`src/hdl/ikc_pkg.sv`:
```
`default_nettype none
// ----------------------------------------------------------------------------
// ikc_pkg
// Shared types, codes and constants of the interrupted-key cipher.
// ----------------------------------------------------------------------------
package ikc_pkg;

  localparam int MaxKeyLetters = 24;
  localparam int LetterW       = 5;
  localparam int CfgIdxW       = 3;
  localparam int CfgDataW      = 60;
  localparam int LettersPerWord = 12;

  typedef enum logic [CfgIdxW-1:0] {
    REG_KEY_LOW  = 3'd0,
    REG_KEY_HIGH = 3'd1,
    REG_KEY_LEN  = 3'd2,
    REG_BASE     = 3'd3,
    REG_DIR      = 3'd4,
    REG_SOURCE   = 3'd5,
    REG_INTR     = 3'd6
  } cfg_reg_e;

  typedef enum logic [1:0] {
    BASE_VIGENERE = 2'd0,
    BASE_VARIANT  = 2'd1,
    BASE_BEAUFORT = 2'd2
  } base_cipher_e;

  typedef enum logic [1:0] {
    SRC_FLAG   = 2'd0,
    SRC_PLAIN  = 2'd1,
    SRC_CIPHER = 2'd2
  } break_source_e;

  typedef struct packed {
    logic [LetterW-1:0] in_letter;
    logic               break_here;
    logic               start_of_text;
  } in_item_t;

  typedef struct packed {
    logic [LetterW-1:0] out_letter;
    logic [LetterW-1:0] key_slot;
  } out_item_t;

  typedef struct packed {
    logic [LetterW-1:0] key_length;
    logic [1:0]         base_cipher;
    logic               direction;
    logic [1:0]         break_source;
    logic [LetterW-1:0] interruptor_letter;
  } cfg_t;

endpackage
`default_nettype wire

```
`src/hdl/interrupted_key_cipher.sv`:
```
`default_nettype none
// ----------------------------------------------------------------------------
// interrupted_key_cipher
// Interrupted-key Vigenere / Variant / Beaufort cipher, one letter per item.
// ----------------------------------------------------------------------------
// One item is accepted per cycle while in_ready_o is high. On its way the
// item lands in an input register, the key letter pick, mod-26 shift and key
// index update are combinational, and the result waits in an output register.
// Ready drops only when both registers are full and the output is stalled.
// Configuration writes are always taken (cfg_ready_o is high) and must be
// issued only while no item is in flight.
module interrupted_key_cipher #(
  parameter int MAX_KEY_LETTERS = ikc_pkg::MaxKeyLetters
) (
  input  logic                          clk_i,
  input  logic                          rst_ni,
  input  logic                          cfg_valid_i,
  output logic                          cfg_ready_o,
  input  logic [ikc_pkg::CfgIdxW-1:0]   cfg_index_i,
  input  logic [ikc_pkg::CfgDataW-1:0]  cfg_data_i,
  input  logic                          in_valid_i,
  output logic                          in_ready_o,
  input  ikc_pkg::in_item_t             in_item_i,
  output logic                          out_valid_o,
  input  logic                          out_ready_i,
  output ikc_pkg::out_item_t            out_item_o
);

  logic [MAX_KEY_LETTERS-1:0][ikc_pkg::LetterW-1:0] key_letters;
  ikc_pkg::cfg_t                                    cfg;

  assign cfg_ready_o = 1'b1;

  ikc_cfg #(
    .MAX_KEY_LETTERS(MAX_KEY_LETTERS)
  ) u_cfg (
    .clk_i        (clk_i),
    .rst_ni       (rst_ni),
    .cfg_valid_i  (cfg_valid_i),
    .cfg_index_i  (cfg_index_i),
    .cfg_data_i   (cfg_data_i),
    .key_letters_o(key_letters),
    .cfg_o        (cfg)
  );

  ikc_core #(
    .MAX_KEY_LETTERS(MAX_KEY_LETTERS)
  ) u_core (
    .clk_i        (clk_i),
    .rst_ni       (rst_ni),
    .key_letters_i(key_letters),
    .cfg_i        (cfg),
    .in_valid_i   (in_valid_i),
    .in_ready_o   (in_ready_o),
    .in_item_i    (in_item_i),
    .out_valid_o  (out_valid_o),
    .out_ready_i  (out_ready_i),
    .out_item_o   (out_item_o)
  );

endmodule
`default_nettype wire

```
`src/hdl/ikc_cfg.sv`:
```
`default_nettype none
// ----------------------------------------------------------------------------
// ikc_cfg
// Configuration registers: keyword letters and mode settings.
// ----------------------------------------------------------------------------
module ikc_cfg #(
  parameter int MAX_KEY_LETTERS = ikc_pkg::MaxKeyLetters
) (
  input  logic                                           clk_i,
  input  logic                                           rst_ni,
  input  logic                                           cfg_valid_i,
  input  logic [ikc_pkg::CfgIdxW-1:0]                    cfg_index_i,
  input  logic [ikc_pkg::CfgDataW-1:0]                   cfg_data_i,
  output logic [MAX_KEY_LETTERS-1:0][ikc_pkg::LetterW-1:0] key_letters_o,
  output ikc_pkg::cfg_t                                  cfg_o
);

  ikc_pkg::cfg_t cfg_q;

  for (genvar i = 0; i < MAX_KEY_LETTERS; i++) begin : g_letter
    localparam int Pos = (i % ikc_pkg::LettersPerWord) * ikc_pkg::LetterW;
    localparam ikc_pkg::cfg_reg_e Reg =
      (i < ikc_pkg::LettersPerWord) ? ikc_pkg::REG_KEY_LOW : ikc_pkg::REG_KEY_HIGH;
    logic [ikc_pkg::LetterW-1:0] letter_q;

    always_ff @(posedge clk_i or negedge rst_ni) begin
      if (!rst_ni) begin
        letter_q <= '0;
      end else if (cfg_valid_i && (cfg_index_i == Reg)) begin
        letter_q <= cfg_data_i[Pos +: ikc_pkg::LetterW];
      end
    end

    assign key_letters_o[i] = letter_q;
  end

  always_ff @(posedge clk_i or negedge rst_ni) begin
    if (!rst_ni) begin
      cfg_q <= '{
        key_length:         ikc_pkg::LetterW'(1),
        base_cipher:        2'd0,
        direction:          1'b0,
        break_source:       2'd0,
        interruptor_letter: '0
      };
    end else if (cfg_valid_i) begin
      case (cfg_index_i)
        ikc_pkg::REG_KEY_LEN: cfg_q.key_length <= cfg_data_i[ikc_pkg::LetterW-1:0];
        ikc_pkg::REG_BASE:    cfg_q.base_cipher <= cfg_data_i[1:0];
        ikc_pkg::REG_DIR:     cfg_q.direction <= cfg_data_i[0];
        ikc_pkg::REG_SOURCE:  cfg_q.break_source <= cfg_data_i[1:0];
        ikc_pkg::REG_INTR:    cfg_q.interruptor_letter <= cfg_data_i[ikc_pkg::LetterW-1:0];
        default: begin
        end
      endcase
    end
  end

  assign cfg_o = cfg_q;

endmodule
`default_nettype wire

```
`src/hdl/ikc_core.sv`:
```
`default_nettype none
// ----------------------------------------------------------------------------
// ikc_core
// Input register, key index, mod-26 shift and result register.
// ----------------------------------------------------------------------------
module ikc_core #(
  parameter int MAX_KEY_LETTERS = ikc_pkg::MaxKeyLetters
) (
  input  logic                                           clk_i,
  input  logic                                           rst_ni,
  input  logic [MAX_KEY_LETTERS-1:0][ikc_pkg::LetterW-1:0] key_letters_i,
  input  ikc_pkg::cfg_t                                  cfg_i,
  input  logic                                           in_valid_i,
  output logic                                           in_ready_o,
  input  ikc_pkg::in_item_t                              in_item_i,
  output logic                                           out_valid_o,
  input  logic                                           out_ready_i,
  output ikc_pkg::out_item_t                             out_item_o
);

  localparam int W = ikc_pkg::LetterW;
  localparam int IdxW = (MAX_KEY_LETTERS > 1) ? $clog2(MAX_KEY_LETTERS) : 1;
  localparam logic [W-1:0] MaxLen = W'(MAX_KEY_LETTERS);
  localparam logic [W-1:0] Alpha  = W'(26);

  function automatic logic [W-1:0] red26(logic [W-1:0] v);
    return (v >= Alpha) ? W'(v - Alpha) : v;
  endfunction

  function automatic logic [W-1:0] add26(logic [W-1:0] a, logic [W-1:0] b);
    logic [W:0] s;
    s = {1'b0, a} + {1'b0, b};
    return (s >= {1'b0, Alpha}) ? W'(s - {1'b0, Alpha}) : s[W-1:0];
  endfunction

  function automatic logic [W-1:0] sub26(logic [W-1:0] a, logic [W-1:0] b);
    logic [W:0] s;
    s = {1'b0, a} + {1'b0, Alpha} - {1'b0, b};
    return (a >= b) ? W'(a - b) : s[W-1:0];
  endfunction

  logic               in_valid_q;
  ikc_pkg::in_item_t  in_item_q;
  logic               out_valid_q;
  ikc_pkg::out_item_t out_item_q;
  logic [W-1:0]       key_index_q, key_index_d;
  ikc_pkg::out_item_t out_item_d;

  logic         adv;
  logic         supplied, dec;
  logic [W-1:0] len_eff, letter, slot, k, res, plain, cipher, trigger, slot_inc;

  assign adv        = !out_valid_q || out_ready_i;
  assign in_ready_o = !in_valid_q || adv;

  always_comb begin
    supplied = !((cfg_i.break_source == ikc_pkg::SRC_PLAIN) ||
                 (cfg_i.break_source == ikc_pkg::SRC_CIPHER));
    dec      = cfg_i.direction;

    len_eff = cfg_i.key_length;
    if (len_eff == '0) len_eff = W'(1);
    if (len_eff > MaxLen) len_eff = MaxLen;

    letter = red26(in_item_q.in_letter);
    slot   = (key_index_q >= len_eff) ? '0 : key_index_q;
    if (in_item_q.start_of_text || (supplied && in_item_q.break_here)) slot = '0;

    k = red26(key_letters_i[slot[IdxW-1:0]]);

    case (cfg_i.base_cipher)
      ikc_pkg::BASE_BEAUFORT: res = sub26(k, letter);
      ikc_pkg::BASE_VARIANT:  res = dec ? add26(letter, k) : sub26(letter, k);
      default:                res = dec ? sub26(letter, k) : add26(letter, k);
    endcase

    plain   = dec ? res : letter;
    cipher  = dec ? letter : res;
    trigger = (cfg_i.break_source == ikc_pkg::SRC_PLAIN) ? plain : cipher;

    slot_inc = W'(slot + W'(1));
    if (!supplied && (trigger == cfg_i.interruptor_letter)) begin
      key_index_d = '0;
    end else begin
      key_index_d = (slot_inc >= len_eff) ? '0 : slot_inc;
    end

    out_item_d.out_letter = res;
    out_item_d.key_slot   = slot;
  end

  always_ff @(posedge clk_i or negedge rst_ni) begin
    if (!rst_ni) begin
      in_valid_q  <= 1'b0;
      out_valid_q <= 1'b0;
      key_index_q <= '0;
    end else begin
      if (in_ready_o) in_valid_q <= in_valid_i;
      if (adv) out_valid_q <= in_valid_q;
      if (adv && in_valid_q) key_index_q <= key_index_d;
    end
  end

  always_ff @(posedge clk_i) begin
    if (in_ready_o && in_valid_i) in_item_q <= in_item_i;
    if (adv && in_valid_q) out_item_q <= out_item_d;
  end

  assign out_valid_o = out_valid_q;
  assign out_item_o  = out_item_q;

`ifndef SYNTHESIS
  a_index_range: assert property (@(posedge clk_i) disable iff (!rst_ni)
    key_index_q < MaxLen)
    else $error("key index beyond key storage");

  a_out_letter: assert property (@(posedge clk_i) disable iff (!rst_ni)
    out_valid_q |-> (out_item_q.out_letter < Alpha))
    else $error("result letter out of alphabet");

  a_out_slot: assert property (@(posedge clk_i) disable iff (!rst_ni)
    out_valid_q |-> (out_item_q.key_slot < MaxLen))
    else $error("result key slot beyond key storage");

  a_start_slot: assert property (@(posedge clk_i) disable iff (!rst_ni)
    (adv && in_valid_q && in_item_q.start_of_text) |=> (out_item_q.key_slot == '0))
    else $error("start of text did not restart the key");
`endif

endmodule
`default_nettype wire

```
`config.mk`:
```
export PLATFORM = sky130hd
export DESIGN_NAME = interrupted_key_cipher
export DESIGN_NICKNAME = d
export VERILOG_FILES = /design/src/hdl/ikc_pkg.sv /design/src/hdl/interrupted_key_cipher.sv /design/src/hdl/ikc_cfg.sv /design/src/hdl/ikc_core.sv
export SDC_FILE = /design/constraint.sdc
export NUM_CORES = 1
export LEC_CHECK = 0
export ABC_CLOCK_PERIOD_IN_PS = 6350
export BUFFER_PORTS_ARGS = -buffer_cell sky130_fd_sc_hd__buf_2
export CORE_MARGIN = 2
export CORE_UTILIZATION = 30
export CTS_CLUSTER_SIZE = 10
export DETAILED_ROUTE_END_ITERATION = 6
export GPL_ROUTABILITY_DRIVEN = 0
export PLACE_DENSITY_LB_ADDON = 0.1
export SLEW_MARGIN = 20
export SYNTH_ARGS = -nofsm -noshare
export SYNTH_HDL_FRONTEND = slang
export SYNTH_SLANG_ARGS = --single-unit
```
`constraint.sdc`:
```
create_clock -name clk_i -period 6.35 [get_ports clk_i]
set_clock_uncertainty 0.2 [all_clocks]
set_input_delay 0.3175 -clock clk_i [delete_from_list [all_inputs] [get_ports clk_i]]
set_output_delay 0.3175 -clock clk_i [all_outputs]
set_load 0.05 [all_outputs]
```
==> flow_summary.ini <==
[placement]
place_hpwl_um = 19670
port_buffers = 86
preCtsSetupSlack_ns = -0.5561

[sta]
tns_ns = -0.9609
grt_setup_unrepaired = true
final_period_minus_worst_setup_slack_ns = 6.552
setup-violations-final = 5
worst_rel_slew_slack = 0.2980
slew_violations = 0
max_freq_ghz = 0.1526
worst-slew-pin-transition_ns = 1.042
finalWorstSetupSlack_ns = -0.2016
final-hold-violation-count = 0
finalCritPeriodShare = 1.032

[setup_path]
worstPathRequired_ns = 6.47
timing.critical_path.slowest_cell_delay_ns = 0.54
cp_num_cells = 28
crit_path_top_delay_cell = sky130_fd_sc_hd__fa_1
cp-startpoint = u_cfg.cfg_o[14]
cp_class = register to register
r2r.worst_path.cells = 28
timing.critical_path.arrival_ns = 6.67
timing.rr.end = u_core.key_index_q[2]
worstSetupEndpoint = u_core.key_index_q[2]
cp-start-kind = register
crit_buf_inv = 5
worstReg2RegStart = u_cfg.cfg_o[14]
worst_setup_path_end_kind = register
cp_max_fo = 5
ff2ff_setup_slack_ns = -0.20
cp_top_family = compound AO/OA/AOI/OAI gates

[global_routing]
gr-usage-all-layers = 0.1734
antenna_found_initial = 1
grt_pass1_wl_um = 42030
grt_pass1_vias = 7228
overflow = 0
largest_net_degree_at_the_start_of_global_routing = 73

[pwr]
total_switching_power_uw = 2520
clockPowerShare = 0.168
power_leakage_uw = 0.005484
switching_fraction_of_total_power = 0.4029
vdd.ir_drop.worst_v = 0.0002087
cellPowerDensity_mw_per_mm2 = 494.7
cell_internal_pwr_uw = 3734
power.share.combinational = 0.609
seq_power_share = 0.223

[floorplanning]
top_level_ports = 88
chipWidth_um = 179.3
initial_utilization = 0.3031
core_area_mm2 = 0.03043
floorplan.die_area_mm2 = 0.03216
placement_rows = 64
floorplan.die.height_um = 179.3

[logic_synthesis]
synth.most_common_cell = sky130_fd_sc_hd__dfrtp_1
synthesis.area_mm2 = 0.009224
syn-instance-count = 781
syn_area_per_cell_um2 = 11.81
number_of_warnings_issued_by_yosys = 0
synth_largest_type_area_fraction = 0.3825
synth.distinct_cells = 81
yosys-top-cells-area = sky130_fd_sc_hd__dfrtp_1 (38%), sky130_fd_sc_hd__mux2_2 (17%), sky130_fd_sc_hd__edfxtp_1 (5.5%)
async_reset_ff_frac = 0.8931
synth-seq-area-share = 0.4407
synth-seq-cells = 159
synth_enable_flop_cells = 17
netlist.top_cell.by_area = sky130_fd_sc_hd__dfrtp_1
synth_common_cells = sky130_fd_sc_hd__dfrtp_1 (141), sky130_fd_sc_hd__mux2_2 (140), sky130_fd_sc_hd__nand2_1 (41), sky130_fd_sc_hd__inv_1 (39), sky130_fd_sc_hd__a21oi_1 (36)
syn_nets = 902
synthFlopType = sky130_fd_sc_hd__dfrtp_1

[finish]
fraction_of_layout_instances_using_a_drive_strength_above_1 = 0.4509
final.fill_count = 2994
finalNetCount = 1166
antenna_cells_inserted = 0
area_delta_synth_final_pct = 37.06

[status]
outcome = finished with violations
violations = negative setup slack

[clocking]
cts.root.buffer_cell = sky130_fd_sc_hd__clkbuf_16
clock_latency_ns = 0.43
cts_htree_levels = 4
cts_tree = built
cts-buffers-inserted = 17
worst_path_clk_slew_ns = 0.08
cts.path.max_buffers = 2
clock-sinks = 159

[detailed_routing]
antenna_left = 0
postRouteWirelength_um = 27130
drc = 0
firstDrtPassIters = 4
vias_per_cell = 4.849
drt-initial-drc-count = 310
wl_per_cell_um = 18.66
vias = 7050

[min_path]
holdCritPathClass = input port to register

[run]
cap_violations = 0
==> cells by family (layout without fill, tap and decap cells) <==
family / after synthesis / in the layout / synth area share
mux: 173 / 173 / 0.2149
simple gates: 126 / 126 / 0.06877
compound gates: 174 / 174 / 0.1413
other cells: 1 / 1 / 0.0004066
flops: 159 / 159 / 0.4407
fa+ha+maj: 46 / 46 / 0.07135
buf+inv: 79 / 356 / 0.04070
xor+xnor: 23 / 23 / 0.02184
==> power by group through the flow <==
stage / registers [uW] / clock network [uW] / logic [uW]
finish: 1400 / 1050 / 3810
global route: 1430 / 1130 / 4130
CTS: 1400 / 1080 / 3420
detailed placement: 1420 / 0 / 3290
global placement: 1410 / 0 / 3300
floorplan: 1430 / 0 / 2000
==> registers in the layout, indices dropped and copies added (netlist names) <==
register and flops:
u_core.in_valid_q 1, u_cfg.cfg_o 15, u_core.key_index_q 5, u_core.out_item_o 10, u_cfg.g_letter.letter_q 120, u_core.out_valid_o 1, u_core.in_item_q 7
==> how the worst min path moves through the flow <==
stage,cells after the start,to,start
floorplan,0,u_cfg.cfg_o[0],rst_ni
global placement,1,u_cfg.cfg_o[7],rst_ni
detailed placement,1,u_cfg.cfg_o[7],rst_ni
CTS,3,u_cfg.cfg_o[14],cfg_data_i[4]
global route,3,u_cfg.cfg_o[14],cfg_data_i[4]
finish,3,u_cfg.cfg_o[14],cfg_data_i[4]
==> worst min-delay path, delay by kind of cell <==
kind / cells / cell delay (ns)
simple gates: 1 / 0.07
buf+inv: 1 / 0.16
compound gates: 1 / 0.07
==> cell usage in the layout, fill, tap and decap left out, drive strengths merged, types with 4 or more instances in the layout <==
| cell | n |
|---|---|
| buf | 214 |
| dfrtp | 141 |
| mux2 | 140 |
| dlygate4sd3 | 68 |
| inv | 49 |
| nand2 | 41 |
| a21oi | 40 |
| ha | 35 |
| o21ai | 28 |
| mux2i | 27 |
| nor2 | 24 |
| clkbuf | 18 |
| edfxtp | 17 |
| xnor2 | 14 |
| a211oi | 14 |
| nor3 | 13 |
| fa | 11 |
| nand2b | 9 |
| a21o | 9 |
| xor2 | 9 |
| nor2b | 8 |
| o221ai | 8 |
| nand3 | 7 |
| and2 | 6 |
| o21a | 6 |
| mux4 | 6 |
| a32o | 6 |
| a31oi | 6 |
| o211ai | 5 |
| a211o | 5 |
| a221oi | 5 |
| o31ai | 5 |
| a221o | 4 |
| o311ai | 4 |
| clkinv | 4 |
==> final cells by class <==
cell class                      count  area [um^2]  share of cell area
Clock buffer                       18        439.2             0.03474
Clock inverter                     14        150.1             0.01188
Inverter                           42        162.7             0.01287
Multi-Input combinational cell    543         5202              0.4115
Sequential cell                   159         4066              0.3217
Tap cell                          396        495.5             0.03919
Timing Repair Buffer              282         2126              0.1682
==> layer usage <==
layer  vias to the layer above  track usage  share of wire
met5                         -            0              0
met4                         0      0.04805          0.018
met3                        26      0.02743          0.024
met2                       100       0.2749           0.46
met1                      3505       0.2457           0.50
li1                       3419            -              -
==> metrics by stage <==
stage | util | hold WS [ns] | total power, uW | instance area, um^2 | instances
floorplan | - | -0.1781 | 3431 | 9280 | 781
global placement | 0.3578 | 0.1904 | 4718 | 10890 | 1340
detailed placement | 0.3578 | 0.1795 | 4705 | 10890 | 1340
CTS | 0.4056 | 0.01229 | 5893 | 12340 | 1447
global route | 0.4155 | 0.04329 | 6680 | 12640 | 1454
finish | 0.4155 | 0.02487 | 6254 | 12640 | 1454
==> repair_timing <==
item,in CTS,in global routing
hold buffers,68,0
gates resized for setup,31,49
hold endpoints to repair,194,0
pin swaps,32,39
buffers inserted,7,8
setup endpoints to repair,6,6
Note: power is estimated with default switching activity, not from simulation.
